**config.mk**
```make
export PLATFORM = sky130hd
export DESIGN_NAME = two_segment_length_prefix_deframer_core
export DESIGN_NICKNAME = d
export VERILOG_FILES = /design/src/hdl/tsdf_pkg.sv /design/src/hdl/tsdf_in_stage.sv /design/src/hdl/tsdf_parse.sv /design/src/hdl/tsdf_out_stage.sv /design/src/hdl/two_segment_length_prefix_deframer_core.sv
export SDC_FILE = /design/constraint.sdc
export NUM_CORES = 1
export LEC_CHECK = 0
export BUFFER_PORTS_ARGS = -buffer_cell sky130_fd_sc_hd__buf_2
export CORE_MARGIN = 5
export CORE_UTILIZATION = 45
export CTS_CLUSTER_SIZE = 24
export DETAILED_ROUTE_END_ITERATION = 10
export GPL_ROUTABILITY_DRIVEN = 0
export PLACE_DENSITY = 0.62
export SLEW_MARGIN = 15
export SYNTH_ARGS = -nofsm -noshare
export SYNTH_HDL_FRONTEND = slang
export SYNTH_HIERARCHICAL = 1
export SYNTH_SLANG_ARGS = --single-unit
```
**constraint.sdc**
```tcl
create_clock -name clk -period 10.8 [get_ports clk]
set_clock_uncertainty 0.2 [all_clocks]
set_input_delay 1.08 -clock clk [delete_from_list [all_inputs] [get_ports clk]]
set_output_delay 1.08 -clock clk [all_outputs]
set_load 0.01 [all_outputs]
```
**src/hdl/tsdf_pkg.sv**
```systemverilog
// Shared types and constants for the two-segment length-prefix deframer.
package tsdf_pkg;

  // Parse phases, in stream order
  typedef enum logic [2:0] {
    PH_DATA_HDR = 3'd0,
    PH_DATA     = 3'd1,
    PH_FW_HDR   = 3'd2,
    PH_FW       = 3'd3,
    PH_DONE     = 3'd4
  } phase_t;

  // Byte classification codes on the result word
  typedef enum logic [1:0] {
    KIND_HDR     = 2'd0,
    KIND_DATA    = 2'd1,
    KIND_FW      = 2'd2,
    KIND_DISCARD = 2'd3
  } kind_t;

  // Only the first four header bytes form the 32-bit length
  localparam int LEN_W       = 32;
  localparam int HDR_USED    = 4;
  localparam int SHIFT_W     = 24;

  // Input word as held in the input register
  typedef struct packed {
    logic       restart;
    logic [7:0] stream_byte;
  } in_word_t;

  // Result word as held in the output register
  typedef struct packed {
    kind_t             byte_kind;
    logic [7:0]        byte_value;
    logic [LEN_W-1:0]  region_offset;
    logic              length_ready;
    logic [LEN_W-1:0]  announced_length;
    logic              segment_complete;
    logic              transfer_done;
  } res_word_t;

endpackage

```
**src/hdl/tsdf_in_stage.sv**
```systemverilog
// Input register stage: captures one accepted input word.
module tsdf_in_stage (
  input  logic              clk,
  input  logic              rst_n,
  input  logic              load,
  input  logic              drain,
  input  tsdf_pkg::in_word_t word_in,
  output logic              vld,
  output tsdf_pkg::in_word_t word_out
);
  import tsdf_pkg::*;

  logic     vld_r, vld_nxt;
  in_word_t word_r;

  // occupancy: set on load, cleared when the word moves on
  always_comb begin
    vld_nxt = vld_r;
    if (drain) vld_nxt = 1'b0;
    if (load)  vld_nxt = 1'b1;
  end

  always_ff @(posedge clk) begin
    if (!rst_n) begin
      vld_r <= 1'b0;
    end else begin
      vld_r <= vld_nxt;
    end
  end

  // payload, no reset needed
  always_ff @(posedge clk) begin
    if (load) begin
      word_r <= word_in;
    end
  end

  assign vld      = vld_r;
  assign word_out = word_r;

endmodule

```
**src/hdl/tsdf_parse.sv**
```systemverilog
// Parse state and single-pass next-state / result logic.
module tsdf_parse #(
  parameter int LENGTH_BYTES = 4
) (
  input  logic               clk,
  input  logic               rst_n,
  input  logic               take,
  input  tsdf_pkg::in_word_t word,
  output tsdf_pkg::res_word_t res
);
  import tsdf_pkg::*;

  localparam int HCW = (LENGTH_BYTES > 1) ? $clog2(LENGTH_BYTES) : 1;
  localparam logic [HCW-1:0] HC_LAST = HCW'(LENGTH_BYTES - 1);
  // headers longer than four bytes keep all four length bytes between words
  localparam int SW = (LENGTH_BYTES > HDR_USED) ? LEN_W : SHIFT_W;

  phase_t             phase_r, phase_nxt;
  logic [HCW-1:0]     hc_r, hc_nxt;
  logic [SW-1:0]      shift_r, shift_nxt;
  logic [LEN_W-1:0]   seg_len_r, seg_len_nxt;
  logic [LEN_W-1:0]   seg_cnt_r, seg_cnt_nxt;

  // effective state after an optional restart
  phase_t             ph;
  logic [HCW-1:0]     hc;
  logic [SW-1:0]      shift;
  logic [LEN_W-1:0]   seg_len;
  logic [LEN_W-1:0]   seg_cnt;

  logic [3:0]         hc_w;
  logic [LEN_W-1:0]   acc;
  logic [LEN_W-1:0]   cnt_inc;
  logic               hdr_last;

  always_comb begin
    if (word.restart) begin
      ph = PH_DATA_HDR; hc = '0; shift = '0; seg_len = '0; seg_cnt = '0;
    end else begin
      ph = phase_r; hc = hc_r; shift = shift_r; seg_len = seg_len_r; seg_cnt = seg_cnt_r;
    end
  end

  // little-endian accumulate of the current header byte
  always_comb begin
    hc_w = 4'(hc);
    acc  = LEN_W'(shift);
    for (int i = 0; i < HDR_USED; i++) begin
      if (hc_w == 4'(i)) acc = acc | (LEN_W'(word.stream_byte) << (8 * i));
    end
  end

  assign hdr_last = (hc == HC_LAST);
  assign cnt_inc  = seg_cnt + LEN_W'(1);

  // next state and result word
  always_comb begin
    phase_nxt   = ph;
    hc_nxt      = hc;
    shift_nxt   = shift;
    seg_len_nxt = seg_len;
    seg_cnt_nxt = seg_cnt;

    res.byte_kind        = KIND_DISCARD;
    res.byte_value       = word.stream_byte;
    res.region_offset    = '0;
    res.length_ready     = 1'b0;
    res.announced_length = '0;
    res.segment_complete = 1'b0;

    case (ph)
      PH_DATA_HDR, PH_FW_HDR: begin
        res.byte_kind     = KIND_HDR;
        res.region_offset = LEN_W'(hc);
        if (hdr_last) begin
          hc_nxt               = '0;
          shift_nxt            = '0;
          seg_len_nxt          = acc;
          seg_cnt_nxt          = '0;
          res.length_ready     = 1'b1;
          res.announced_length = acc;
          if (acc == '0) begin
            res.segment_complete = 1'b1;
            phase_nxt = (ph == PH_DATA_HDR) ? PH_FW_HDR : PH_DONE;
          end else begin
            phase_nxt = (ph == PH_DATA_HDR) ? PH_DATA : PH_FW;
          end
        end else begin
          hc_nxt    = hc + HCW'(1);
          shift_nxt = acc[SW-1:0];
        end
      end
      PH_DATA, PH_FW: begin
        res.byte_kind     = (ph == PH_DATA) ? KIND_DATA : KIND_FW;
        res.region_offset = seg_cnt;
        seg_cnt_nxt       = cnt_inc;
        if (cnt_inc == seg_len) begin
          res.segment_complete = 1'b1;
          phase_nxt = (ph == PH_DATA) ? PH_FW_HDR : PH_DONE;
        end
      end
      default: begin
        phase_nxt = PH_DONE;
      end
    endcase

    res.transfer_done = (phase_nxt == PH_DONE);
  end

  always_ff @(posedge clk) begin
    if (!rst_n) begin
      phase_r   <= PH_DATA_HDR;
      hc_r      <= '0;
      shift_r   <= '0;
      seg_len_r <= '0;
      seg_cnt_r <= '0;
    end else if (take) begin
      phase_r   <= phase_nxt;
      hc_r      <= hc_nxt;
      shift_r   <= shift_nxt;
      seg_len_r <= seg_len_nxt;
      seg_cnt_r <= seg_cnt_nxt;
    end
  end

endmodule

```
**src/hdl/tsdf_out_stage.sv**
```systemverilog
// Output register stage: holds one result word until it is taken.
module tsdf_out_stage (
  input  logic                clk,
  input  logic                rst_n,
  input  logic                load,
  input  logic                stall,
  input  tsdf_pkg::res_word_t word_in,
  output logic                vld,
  output logic                ready,
  output tsdf_pkg::res_word_t word_out
);
  import tsdf_pkg::*;

  logic      vld_r, vld_nxt;
  res_word_t word_r;

  // free when empty or when the held word leaves this cycle
  assign ready = !vld_r || !stall;

  always_comb begin
    vld_nxt = vld_r;
    if (ready) vld_nxt = load;
  end

  always_ff @(posedge clk) begin
    if (!rst_n) begin
      vld_r <= 1'b0;
    end else begin
      vld_r <= vld_nxt;
    end
  end

  always_ff @(posedge clk) begin
    if (load && ready) begin
      word_r <= word_in;
    end
  end

  assign vld      = vld_r;
  assign word_out = word_r;

endmodule

```
**src/hdl/two_segment_length_prefix_deframer_core.sv**
```systemverilog
// Top level of the two-segment length-prefix deframer.
// Splits a byte stream into a data region and a firmware region, each led by
// a LENGTH_BYTES-byte little-endian length (only the first four bytes count).
// Every accepted word gives exactly one result word: byte kind, the byte, its
// offset in its region (or header byte index), the length when a header
// completes, segment completion and a transfer-done flag that stays set until
// a restart. A zero length completes its segment on the header byte itself.
// in_restart clears the parse state before its byte is handled as a first
// header byte. Throughput is one word per cycle while in_stall is low. A word
// passes two registers (input register, then the parse logic into the output
// register): out_valid for its result rises once the word is in the output
// register, and the result is taken on a clock edge with out_stall low. in_stall
// rises only while both stages are full and out_stall is high.
module two_segment_length_prefix_deframer_core #(
  parameter int LENGTH_BYTES = 4
) (
  input  logic        clk,
  input  logic        rst_n,
  input  logic        in_valid,
  output logic        in_stall,
  input  logic        in_restart,
  input  logic [7:0]  in_stream_byte,
  output logic        out_valid,
  input  logic        out_stall,
  output logic [1:0]  out_byte_kind,
  output logic [7:0]  out_byte_value,
  output logic [31:0] out_region_offset,
  output logic        out_length_ready,
  output logic [31:0] out_announced_length,
  output logic        out_segment_complete,
  output logic        out_transfer_done
);
  import tsdf_pkg::*;

  in_word_t  in_word, s1_word;
  res_word_t s2_in, s2_word;
  logic      s1_vld, s2_ready, s1_take, in_take;

  assign in_word.restart     = in_restart;
  assign in_word.stream_byte = in_stream_byte;

  // handshake between the two stages
  assign s1_take  = s1_vld && s2_ready;
  assign in_stall = s1_vld && !s2_ready;
  assign in_take  = in_valid && !in_stall;

  tsdf_in_stage u_in (
    .clk      (clk),
    .rst_n    (rst_n),
    .load     (in_take),
    .drain    (s1_take),
    .word_in  (in_word),
    .vld      (s1_vld),
    .word_out (s1_word)
  );

  tsdf_parse #(
    .LENGTH_BYTES (LENGTH_BYTES)
  ) u_parse (
    .clk   (clk),
    .rst_n (rst_n),
    .take  (s1_take),
    .word  (s1_word),
    .res   (s2_in)
  );

  tsdf_out_stage u_out (
    .clk      (clk),
    .rst_n    (rst_n),
    .load     (s1_vld),
    .stall    (out_stall),
    .word_in  (s2_in),
    .vld      (out_valid),
    .ready    (s2_ready),
    .word_out (s2_word)
  );

  // result word onto the ports
  assign out_byte_kind        = s2_word.byte_kind;
  assign out_byte_value       = s2_word.byte_value;
  assign out_region_offset    = s2_word.region_offset;
  assign out_length_ready     = s2_word.length_ready;
  assign out_announced_length = s2_word.announced_length;
  assign out_segment_complete = s2_word.segment_complete;
  assign out_transfer_done    = s2_word.transfer_done;

endmodule

```
# ---- Word-level counts from Yosys, hierarchy flattened
# Cells that the tools add are included.
# Widths: inputs -> output; s select.
dict set report totals {
  ff_bits 181
  output_inout_bits 79
  wordCells 78
}
dict set report op_classes {
  addsub 2
  eq_ne 8
  mux 33
  bitwise_logic 4
  reduce_logical 15
}
# cell n
set op_table {}
lappend op_table {{$mux 32} 9}
lappend op_table {{$pmux 32 s2} 2}
lappend op_table {{$mux 24} 3}
lappend op_table {{$mux 34} 1}
lappend op_table {{$add 32x1->32 const B} 1}
lappend op_table {{$eq 32x32->1} 1}
lappend op_table {{$logic_not 32->1} 1}
lappend op_table {{$or 32x16->32} 1}
lappend op_table {{$or 32x24->32} 1}
lappend op_table {{$or 32x32->32} 1}
lappend op_table {{$or 24x8->24} 1}
lappend op_table {{$mux 3} 6}
lappend op_table {{$mux 2} 5}
lappend op_table {{$eq 3x2->1 const B} 2}
lappend op_table {{$pmux 3 s2} 1}
lappend op_table {{$eq 2x2->1 const B} 2}
lappend op_table {{$logic_not 1->1} 4}
lappend op_table {{$mux 1} 4}
lappend op_table {{$pmux 2 s2} 1}
lappend op_table {{$reduce_or 2->1} 2}
lappend op_table {{$eq 3x1->1 const B} 1}
lappend op_table {{$eq 3x3->1 const B} 1}
lappend op_table {{$logic_and 1x1->1} 3}
lappend op_table {{$logic_not 3->1} 1}
lappend op_table {{7 further kinds} 7}

# ---- Longest topological paths before layout
# Gate-level depths: netlist of run 1.
dict set report logic_depth {
  depth_word 14
  depth_mapped 19
  mapped_depth_nobuf 15
}

# ---- Modules after synthesis
# The synthesis of run 1 kept the hierarchy.
# mod instances cells_each area_each_um2 seq_area_each_um2
set by_module_without_submodules {}
lappend by_module_without_submodules {tsdf_parse 1 846 6377.4 1861.8}
lappend by_module_without_submodules {tsdf_out_stage 1 82 2353.5 2332.2}
lappend by_module_without_submodules {tsdf_in_stage 1 12 311.5 290.3}
lappend by_module_without_submodules {two_segment_length_prefix_deframer_core 1 3 30.0 0.0}

# ---- Worst setup path before layout of run 1
# OpenSTA, ideal clock, no wires.
dict set report synth_timing {
  path_kind {register to register}
  start {reg u_in.word_r, in the netlist u_in/word_out[8]}
  end {reg u_parse.phase_r[1]}
  t_arrival_ns 3.378
  path_slack_ns 7.102
  path_stages_with_launch 19
  path_buffers 4
  synth_period_minus_slack_ns 3.698
  cell_sequence {edfxtp_1 clkbuf_1 inv_1 clkbuf_1 buf_1 nand2_1 ha_1 clkbuf_1 a22oi_1 nand4_1 nor4_1 nand2_1 inv_1 ha_1 nand2_1 o31ai_1 nand2_1 nor3b_1 nor3_1}
}
dict set report synth_between {
  elab_chain_cells 13
  word_cells_on_any_way 33
  cone_classes {add/sub: 1; eq/ne: 7; mux: 16; bitwise: 4; reduce/logical: 5}
}
# item line
set synth_rtl {}
lappend synth_rtl {{start: declaration} tsdf_in_stage.sv:14} ;# in_word_t word_r;
lappend synth_rtl {{start signal: assignment} tsdf_in_stage.sv:34} ;# word_r <= word_in;
lappend synth_rtl {{$mux 24 or $mux 2 (tied branches)} tsdf_parse.sv:37} ;# if (word.restart) begin
lappend synth_rtl {{$or 24x8->24 or $logic_not 2->1 (tied branches)} tsdf_parse.sv:49} ;# if (hc_w == 4'(i)) acc = acc | (LEN_W'(word.stream_byte) << (8 * i));
lappend synth_rtl {{$mux 32} tsdf_parse.sv:49}
lappend synth_rtl {{$or 32x16->32} tsdf_parse.sv:49}
lappend synth_rtl {{$mux 32} tsdf_parse.sv:49}
lappend synth_rtl {{$or 32x24->32} tsdf_parse.sv:49}
lappend synth_rtl {{$mux 32} tsdf_parse.sv:49}
lappend synth_rtl {{$or 32x32->32} tsdf_parse.sv:49}
lappend synth_rtl {{$mux 32} tsdf_parse.sv:49}
lappend synth_rtl {{$logic_not 32->1} tsdf_parse.sv:82} ;# if (acc == '0) begin
lappend synth_rtl {{$mux 3} tsdf_parse.sv:82}
lappend synth_rtl {{$mux 3} tsdf_parse.sv:75} ;# if (hdr_last) begin
lappend synth_rtl {{$pmux 3 s2 (*)} tsdf_parse.sv:71} ;# case (ph)
lappend synth_rtl {{end signal: assignment} tsdf_parse.sv:118} ;# phase_r <= phase_nxt;
lappend synth_rtl {{end: declaration} tsdf_parse.sv:18} ;# phase_t phase_r, phase_nxt;
# Every way passes the cells marked *; elsewhere a longest branch is shown, timed or not.
# A chain may end at the register's enable or synchronous reset.

# ---- Final worst setup path of run 1
dict set report layout_timing {
  start {reg u_in.word_r, in the netlist u_in/word_out[8]}
  end {reg u_parse.seg_len_r[11]}
}
dict set report layout_between {
  elab_chain_cells 11
  word_cells_on_any_way 21
  cone_classes {eq/ne: 4; mux: 10; bitwise: 4; reduce/logical: 3}
}
# item line
set layout_rtl {}
lappend layout_rtl {{$mux 24 or $mux 2 (tied branches)} tsdf_parse.sv:37}
lappend layout_rtl {{$or 24x8->24 or $logic_not 2->1 (tied branches)} tsdf_parse.sv:49}
lappend layout_rtl {{$mux 32} tsdf_parse.sv:49}
lappend layout_rtl {{$or 32x16->32} tsdf_parse.sv:49}
lappend layout_rtl {{$mux 32} tsdf_parse.sv:49}
lappend layout_rtl {{$or 32x24->32} tsdf_parse.sv:49}
lappend layout_rtl {{$mux 32} tsdf_parse.sv:49}
lappend layout_rtl {{$or 32x32->32} tsdf_parse.sv:49}
lappend layout_rtl {{$mux 32} tsdf_parse.sv:49}
lappend layout_rtl {{$mux 32} tsdf_parse.sv:75}
lappend layout_rtl {{$mux 32 (*)} tsdf_parse.sv:71}
lappend layout_rtl {{end signal: assignment} tsdf_parse.sv:121} ;# seg_len_r <= seg_len_nxt;
lappend layout_rtl {{end: declaration} tsdf_parse.sv:21} ;# logic [LEN_W-1:0] seg_len_r, seg_len_nxt;
# Marks and branches as above.

==> results of run 1 <==
==> how the worst max path moves through the flow <==
stage | depth (start not counted) | start | endpoint
6_report | 11 | u_in/word_out[8] | u_parse/seg_len_r[11]
5_1_grt | 11 | u_in/word_out[8] | u_parse/seg_len_r[2]
4_1_cts | 11 | u_in/word_out[8] | u_parse/seg_len_r[14]
3_5_place_dp | 11 | u_in/word_out[8] | u_parse/seg_len_r[6]
3_3_place_gp | 11 | u_in/word_out[8] | u_parse/seg_len_r[9]
2_1_floorplan | 18 | u_in/word_out[8] | u_parse/phase_r[1]
==> tightest hold or removal path: cells and delay by family, from the launching register on <==
family / cells / cell delay [ns]
flip-flops: 1 / 0.32
AO/OA/AOI/OAI: 1 / 0.06
AND/OR/NAND/NOR: 1 / 0.05
==> final cells by class <==
cell class	count	area, µm²
Multi-Input combinational cell	667	4187
Clock inverter	15	153.9
Clock buffer	17	425.4
Sequential cell	181	4484
Inverter	16	60.06
Fill cell	1912	9883
Tap cell	270	337.8
Timing Repair Buffer	98	508.0
==> cells in the final DEF (no fill, tap or decap), types with 3 or more instances in the layout <==
master | synthesis | routed
a21boi_0 | 14 | 14
a21oi_1 | 31 | 31
a22oi_1 | 36 | 36
a2bb2oi_1 | 12 | 12
a31oi_1 | 7 | 7
a32oi_1 | 4 | 4
and2_1 | 68 | 67
and3_1 | 16 | 16
and4_1 | 5 | 5
buf_2 | 8 | 91
buf_4 | 11 | 7
clkbuf_16 | 0 | 17
clkinv_4 | 0 | 3
dfxtp_1 | 95 | 95
edfxtp_1 | 86 | 86
ha_1 | 6 | 6
inv_1 | 16 | 16
inv_8 | 0 | 7
mux2i_1 | 6 | 6
nand2_1 | 74 | 74
nand2b_1 | 7 | 7
nand3_1 | 13 | 13
nand3b_1 | 3 | 3
nand4_1 | 24 | 24
nor2_1 | 64 | 64
nor2b_1 | 44 | 44
nor3_1 | 16 | 16
nor3b_1 | 4 | 4
nor4_1 | 7 | 7
o211a_1 | 3 | 3
o21a_1 | 5 | 5
o21ai_0 | 97 | 96
o21ai_2 | 0 | 3
or3_1 | 7 | 7
or4_1 | 5 | 5
xnor2_1 | 24 | 24
xor2_1 | 15 | 15
==> sequential cells by signal, indices dropped and copies added (netlist names) <==
name / flops
u_in/vld: 1
u_in/word_out: 9
u_out/vld: 1
u_out/word_out: 77
u_parse/hc_r: 2
u_parse/phase_r: 3
u_parse/seg_cnt_r: 32
u_parse/seg_len_r: 32
u_parse/shift_r: 24
==> logic make-up (layout without fill, tap and decap cells) <==
family | after synthesis | count (layout) | share of synthesized area
XOR/XNOR | 39 | 39 | 0.03765
flip-flops | 181 | 181 | 0.4943
AO/OA/AOI/OAI | 231 | 231 | 0.1636
buffers and inverters | 95 | 146 | 0.04579
AND/OR/NAND/NOR | 383 | 383 | 0.2413
multiplexers | 8 | 8 | 0.009102
adder cells (fa/ha/maj) | 6 | 6 | 0.008275
==> where the power goes <==
part           internal [W]  switching (W)
logic             0.0000295      0.0000642
clock network      0.000310       0.000305
registers          0.000738      0.0000115
total               0.00108       0.000381
==> through the flow <==
stage          worst slack (ns)  instances
2_1_floorplan             7.102        943
3_3_place_gp              6.880       1232
3_5_place_dp              6.734       1232
4_1_cts                   6.710       1264
5_1_grt                   6.190       1264
6_report                  6.733       1264
==> per-layer routing <==
| metal | wire length, µm | vias to the layer above |
|---|---|---|
| met5 | 0 | - |
| met4 | 505 | 0 |
| met3 | 1284 | 36 |
| met2 | 10880 | 229 |
| met1 | 10730 | 3394 |
| li1 | - | 3460 |
==> flow_metrics.py, run 1 <==
metrics = {
    "logic_synthesis": {
        "synth_edf_count": 86,
        "ys_dominant_reg_cell": "dfxtp_1",
        "synth_top_area_cell": "edfxtp_1",
        "syn_area_per_cell_um2": 9.621,
        "ys_types": 76,
        "synth-seq-cells": 181,
        "yosys_warnings": 6,
        "netlist_instances": 943,
        "synth_top_area_frac": 0.2847,
        "synth_area_leaders": "edfxtp_1, dfxtp_1, o21ai_0, and2_1, nand2_1",
        "synth_area_um2": 9072,
        "synthTopCellsByCount": "o21ai_0, dfxtp_1, edfxtp_1, nand2_1, and2_1",
        "async_flop_share": 0,
        "syn-num-nets": 962,
        "ys_seq_area_frac": 0.4943,
        "synth.most_common_cell": "o21ai_0",
    },
    "clocking": {
        "cts_tree": "done",
        "root_buffer": "clkbuf_16",
        "insertion_delay_ns": 0.44,
        "cts.clk_slew.worst_paths_ns": 0.07,
        "cts_setup_buffers": 0,
        "cts_buffers": 17,
        "cts_max_level": 4,
        "clock_path_buffers": 2,
        "cts_hold_buf": 0,
        "clkSinkCount": 181,
        "cts_resized": 0,
    },
    "global_route": {
        "grt_use_met2": 0.3167,
        "grt_max_degree": 96,
        "grt_antenna_before_repair": 0,
        "grt_util_met1": 0.2814,
        "busiest_layer": "met2",
        "grt_pass1_vias": 6724,
        "gr-total-overflow": 0,
        "use_met3": 0.04152,
        "grt_use_total": 0.2021,
        "grt_pass1_wl_mm": 37.94,
    },
    "place": {
        "port_buffers": 91,
        "dp_hpwl_mm": 15.69,
        "placed_area_um2": 9577,
    },
    "die": {
        "die_w_um": 152.0,
        "die-area_um2": 23100,
        "rows": 52,
        "die_h_um": 152.0,
        "core_um2": 20040,
        "start_util": 0.4527,
        "pin_count": 92,
    },
    "sta": {
        "slew_viol_final": 0,
        "period_needed_ns": 4.067,
        "max_freq_mhz": 245.9,
        "rsz0062_at_grt": "false",
        "finalSetupTns_ns": 0,
        "setup_violations": 0,
        "final_hold_viol_count": 0,
        "slew_headroom": 0.3410,
        "hold_ws_ns": 0.2824,
        "fin_crit_sh": 0.3766,
        "tightestPinTransition_ns": 0.9884,
    },
    "final_layout": {
        "fin_nets": 1000,
        "area_growth_pct": 11.94,
        "diodes": 0,
        "drive_gt1_frac": 0.1620,
        "final_area_um2": 10160,
        "postLayoutCoreUtil": 0.5068,
    },
    "critical_path": {
        "r2r_slack_ns": 6.73,
        "critPathSlowestCell": "nand2_1",
        "cp_top_family": "simple AND/OR/NAND/NOR gates",
        "r2r_start": "u_in/word_out[8]",
        "ff2ff_path_depth": 11,
        "critPathMaxStageDelay_ns": 0.64,
        "cp-end-kind": "flip-flop",
        "crit_arrival_ns": 4.24,
        "crit_type": "flip-flop to flip-flop",
        "cp.required_ns": 10.97,
        "crit_fanout": 35,
        "r2r-end": "u_parse/seg_len_r[11]",
        "startpoint_type": "flip-flop",
        "path_buf_inv": 5,
        "crit_path_cell_trace": "buf_4 -> inv_1 -> buf_4 -> nand2_1 -> inv_1 -> ha_1 -> nand2_1 -> inv_1 -> nand2_1 -> o21ai_0 -> and2_1",
    },
    "detailed_routing": {
        "viasPerCell": 5.632,
        "drt_wl_total_mm": 23.40,
        "post_drt_wl_per_cell_um": 18.51,
        "vias": 7119,
        "drcViolationCount": 0,
        "ant_nets": 0,
        "drt_iter0_markers": 587,
        "first_pass_iters": 6,
    },
    "worst_hold_path": {
        "hold_end": "u_parse/hc_r[1]",
        "whs_path_depth": 2,
        "hold_path_class": "flip-flop to flip-flop",
        "hold_start": "u_parse/hc_r[1]",
    },
    "power": {
        "p_total_w": 0.001458,
        "p_leak_nw": 3.743,
        "powerDensity_nw_per_um2": 143.6,
        "ir_worst_vdd_v": 0.0001164,
    },
    "status": {
        "status": "completed",
    },
    "run": {
        "max_cap_viol_count": 0,
    },
}
Note: power is estimated with default switching activity, not from simulation.
==> inputs of run 2 (changes only) <==
Settings changed: PLACE_DENSITY 0.62 to 0.64.
Clock period 10.8 ns to 3.4 ns, I/O delays scaled along.
==> run 2 against run 1 <==
  * Sequential share of layout area is 3.7 points lower
  * Global-route usage is 1.2 points higher
  * Largest cell class unchanged
  * Via count is 7.9% higher
==> flow_metrics.py, run 2 (synthesis gave the netlist of run 1 again) <==
metrics = {
    "status": {
        "status": "completed",
    },
    "sta": {
        "tightestPinTransition_ns": 1.005,
        "finalSetupTns_ns": 0,
        "final_hold_viol_count": 0,
        "setup_ws_ns": 0.01083,
        "rsz0062_at_grt": "true",
        "slew_headroom": 0.3303,
        "slew_viol_final": 0,
        "setup_violations": 0,
        "fin_crit_sh": 0.9968,
        "max_freq_mhz": 295.1,
        "period_needed_ns": 3.389,
    },
    "detailed_routing": {
        "post_drt_wl_per_cell_um": 18.35,
        "ant_nets": 0,
        "drt_wl_total_mm": 25.06,
        "vias": 7682,
        "viasPerCell": 5.624,
        "drcViolationCount": 0,
        "drt_iter0_markers": 811,
        "first_pass_iters": 6,
    },
    "die": {
        "pin_count": 92,
        "core_um2": 20040,
        "die_w_um": 152.0,
        "start_util": 0.4527,
        "rows": 52,
        "die_h_um": 152.0,
        "die-area_um2": 23100,
    },
    "global_route": {
        "grt_max_degree": 78,
        "gr-total-overflow": 0,
        "grt_use_total": 0.2141,
        "grt_pass1_vias": 7133,
        "grt_antenna_before_repair": 0,
        "grt_pass1_wl_mm": 39.86,
    },
    "clocking": {
        "cts_buffers": 17,
        "clkSinkCount": 181,
        "clock_path_buffers": 2,
        "cts_tree": "done",
        "cts.clk_slew.worst_paths_ns": 0.07,
        "insertion_delay_ns": 0.44,
        "cts_max_level": 4,
        "root_buffer": "clkbuf_16",
    },
    "critical_path": {
        "r2r_slack_ns": 0.01,
        "r2r_start": "u_in/word_out[8]",
        "cp-end-kind": "flip-flop",
        "crit_arrival_ns": 3.55,
        "r2r-end": "u_parse/phase_r[1]",
        "crit_type": "flip-flop to flip-flop",
        "ff2ff_path_depth": 10,
        "startpoint_type": "flip-flop",
        "crit_fanout": 6,
        "cp.required_ns": 3.56,
    },
    "worst_hold_path": {
        "hold_path_class": "primary input to flip-flop",
        "whs_path_depth": 2,
        "hold_start": "rst_n",
        "hold_end": "u_in/vld",
    },
    "power": {
        "p_leak_nw": 4.311,
        "powerDensity_nw_per_um2": 429.6,
        "ir_worst_vdd_v": 0.0003505,
    },
    "final_layout": {
        "largest_reg_flops": 77,
        "area_growth_pct": 22.31,
        "final_area_um2": 11100,
        "drive_gt1_frac": 0.2482,
        "fillerInstances": 1796,
        "diodes": 0,
        "final_cell_mix": "buf_4, dfxtp_1, o21ai_0, buf_2, edfxtp_1",
        "fin_nets": 1102,
    },
    "place": {
        "port_buffers": 91,
        "dp_hpwl_mm": 17.32,
        "dp_slack_ns": -0.04110,
        "placed_area_um2": 10240,
    },
    "run": {
        "max_cap_viol_count": 0,
    },
}
==> run 2: cell types whose count changed in the layout (fill, tap and decap cells not counted), moves of 8 or more <==
cell           delta
buf_4            +88
dlygate4sd3_1    +10
a22oi_2           +8
a22oi_1           -8
==> run 2: layout make-up <==
| type | count | area (µm²) | area share |
|---|---|---|---|
| Tap cell | 270 | 337.8 | 0.03044 |
| Clock inverter | 15 | 181.4 | 0.01635 |
| Timing Repair Buffer | 199 | 1311 | 0.1182 |
| Inverter | 16 | 60.06 | 0.005412 |
| Multi-Input combinational cell | 668 | 4297 | 0.3872 |
| Sequential cell | 181 | 4484 | 0.4041 |
| Clock buffer | 17 | 425.4 | 0.03834 |
==> run 2: repair_timing <==
item	CTS	global route
resized for setup	1	16
gates cloned	0	1
endpoints found under the setup margin	2	5
hold buffers	10	0
endpoints found under the hold margin	10	0
pin swaps	0	10
buffers inserted	1	8
==> run 2: how the worst max path moves through the flow <==
stage                     start                  to  slack (ns)
2_1_floorplan  u_in/word_out[8]  u_parse/phase_r[1]        0.05
3_3_place_gp   u_in/word_out[8]  u_parse/phase_r[1]       0.007
3_5_place_dp   u_in/word_out[8]  u_parse/phase_r[1]       -0.04
4_1_cts        u_in/word_out[8]  u_parse/phase_r[1]        0.03
5_1_grt        u_in/word_out[8]  u_parse/phase_r[1]       -0.07
6_report       u_in/word_out[8]  u_parse/phase_r[1]        0.01
==> run 2: stage by stage <==
stage / std cells / util / hold WS [ns] / power (W)
after global placement: 1314 / 0.5108 / 0.2608 / 0.002765
final: 1366 / 0.5538 / 0.1870 / 0.004767
after detailed placement: 1314 / 0.5108 / 0.2683 / 0.002770
after CTS: 1357 / 0.5468 / 0.1790 / 0.004800
after floorplan: 943 / - / 0.2389 / 0.002620
after global routing: 1366 / 0.5538 / 0.2023 / 0.004931
==> run 2: per-layer routing <==
metal	wire (µm)	track usage
met5	0	0
met4	629	0.07063
met3	1508	0.04295
met2	11550	0.3362
met1	11380	0.2982
==> run 2: report_power, final <==
group | switching [W] | leakage [nW] | total (W) | internal, W
clock | 0.000975 | 0.301 | 0.00204 | 0.00106
combinational | 0.000217 | 2.39 | 0.000349 | 0.000132
sequential | 0.0000370 | 1.62 | 0.00238 | 0.00234
total | 0.00123 | 4.31 | 0.00477 | 0.00354
==> run 2: critical path, cell delays in order (launching register included) <==
cell	delay, ns
edfxtp_1	0.50
and4b_4	0.43
nand4_4	0.14
or4_1	0.55
a31oi_2	0.18
o2111ai_2	0.17
or3b_4	0.41
nor4_4	0.34
buf_4	0.17
nor3b_1	0.04
nor3_1	0.18
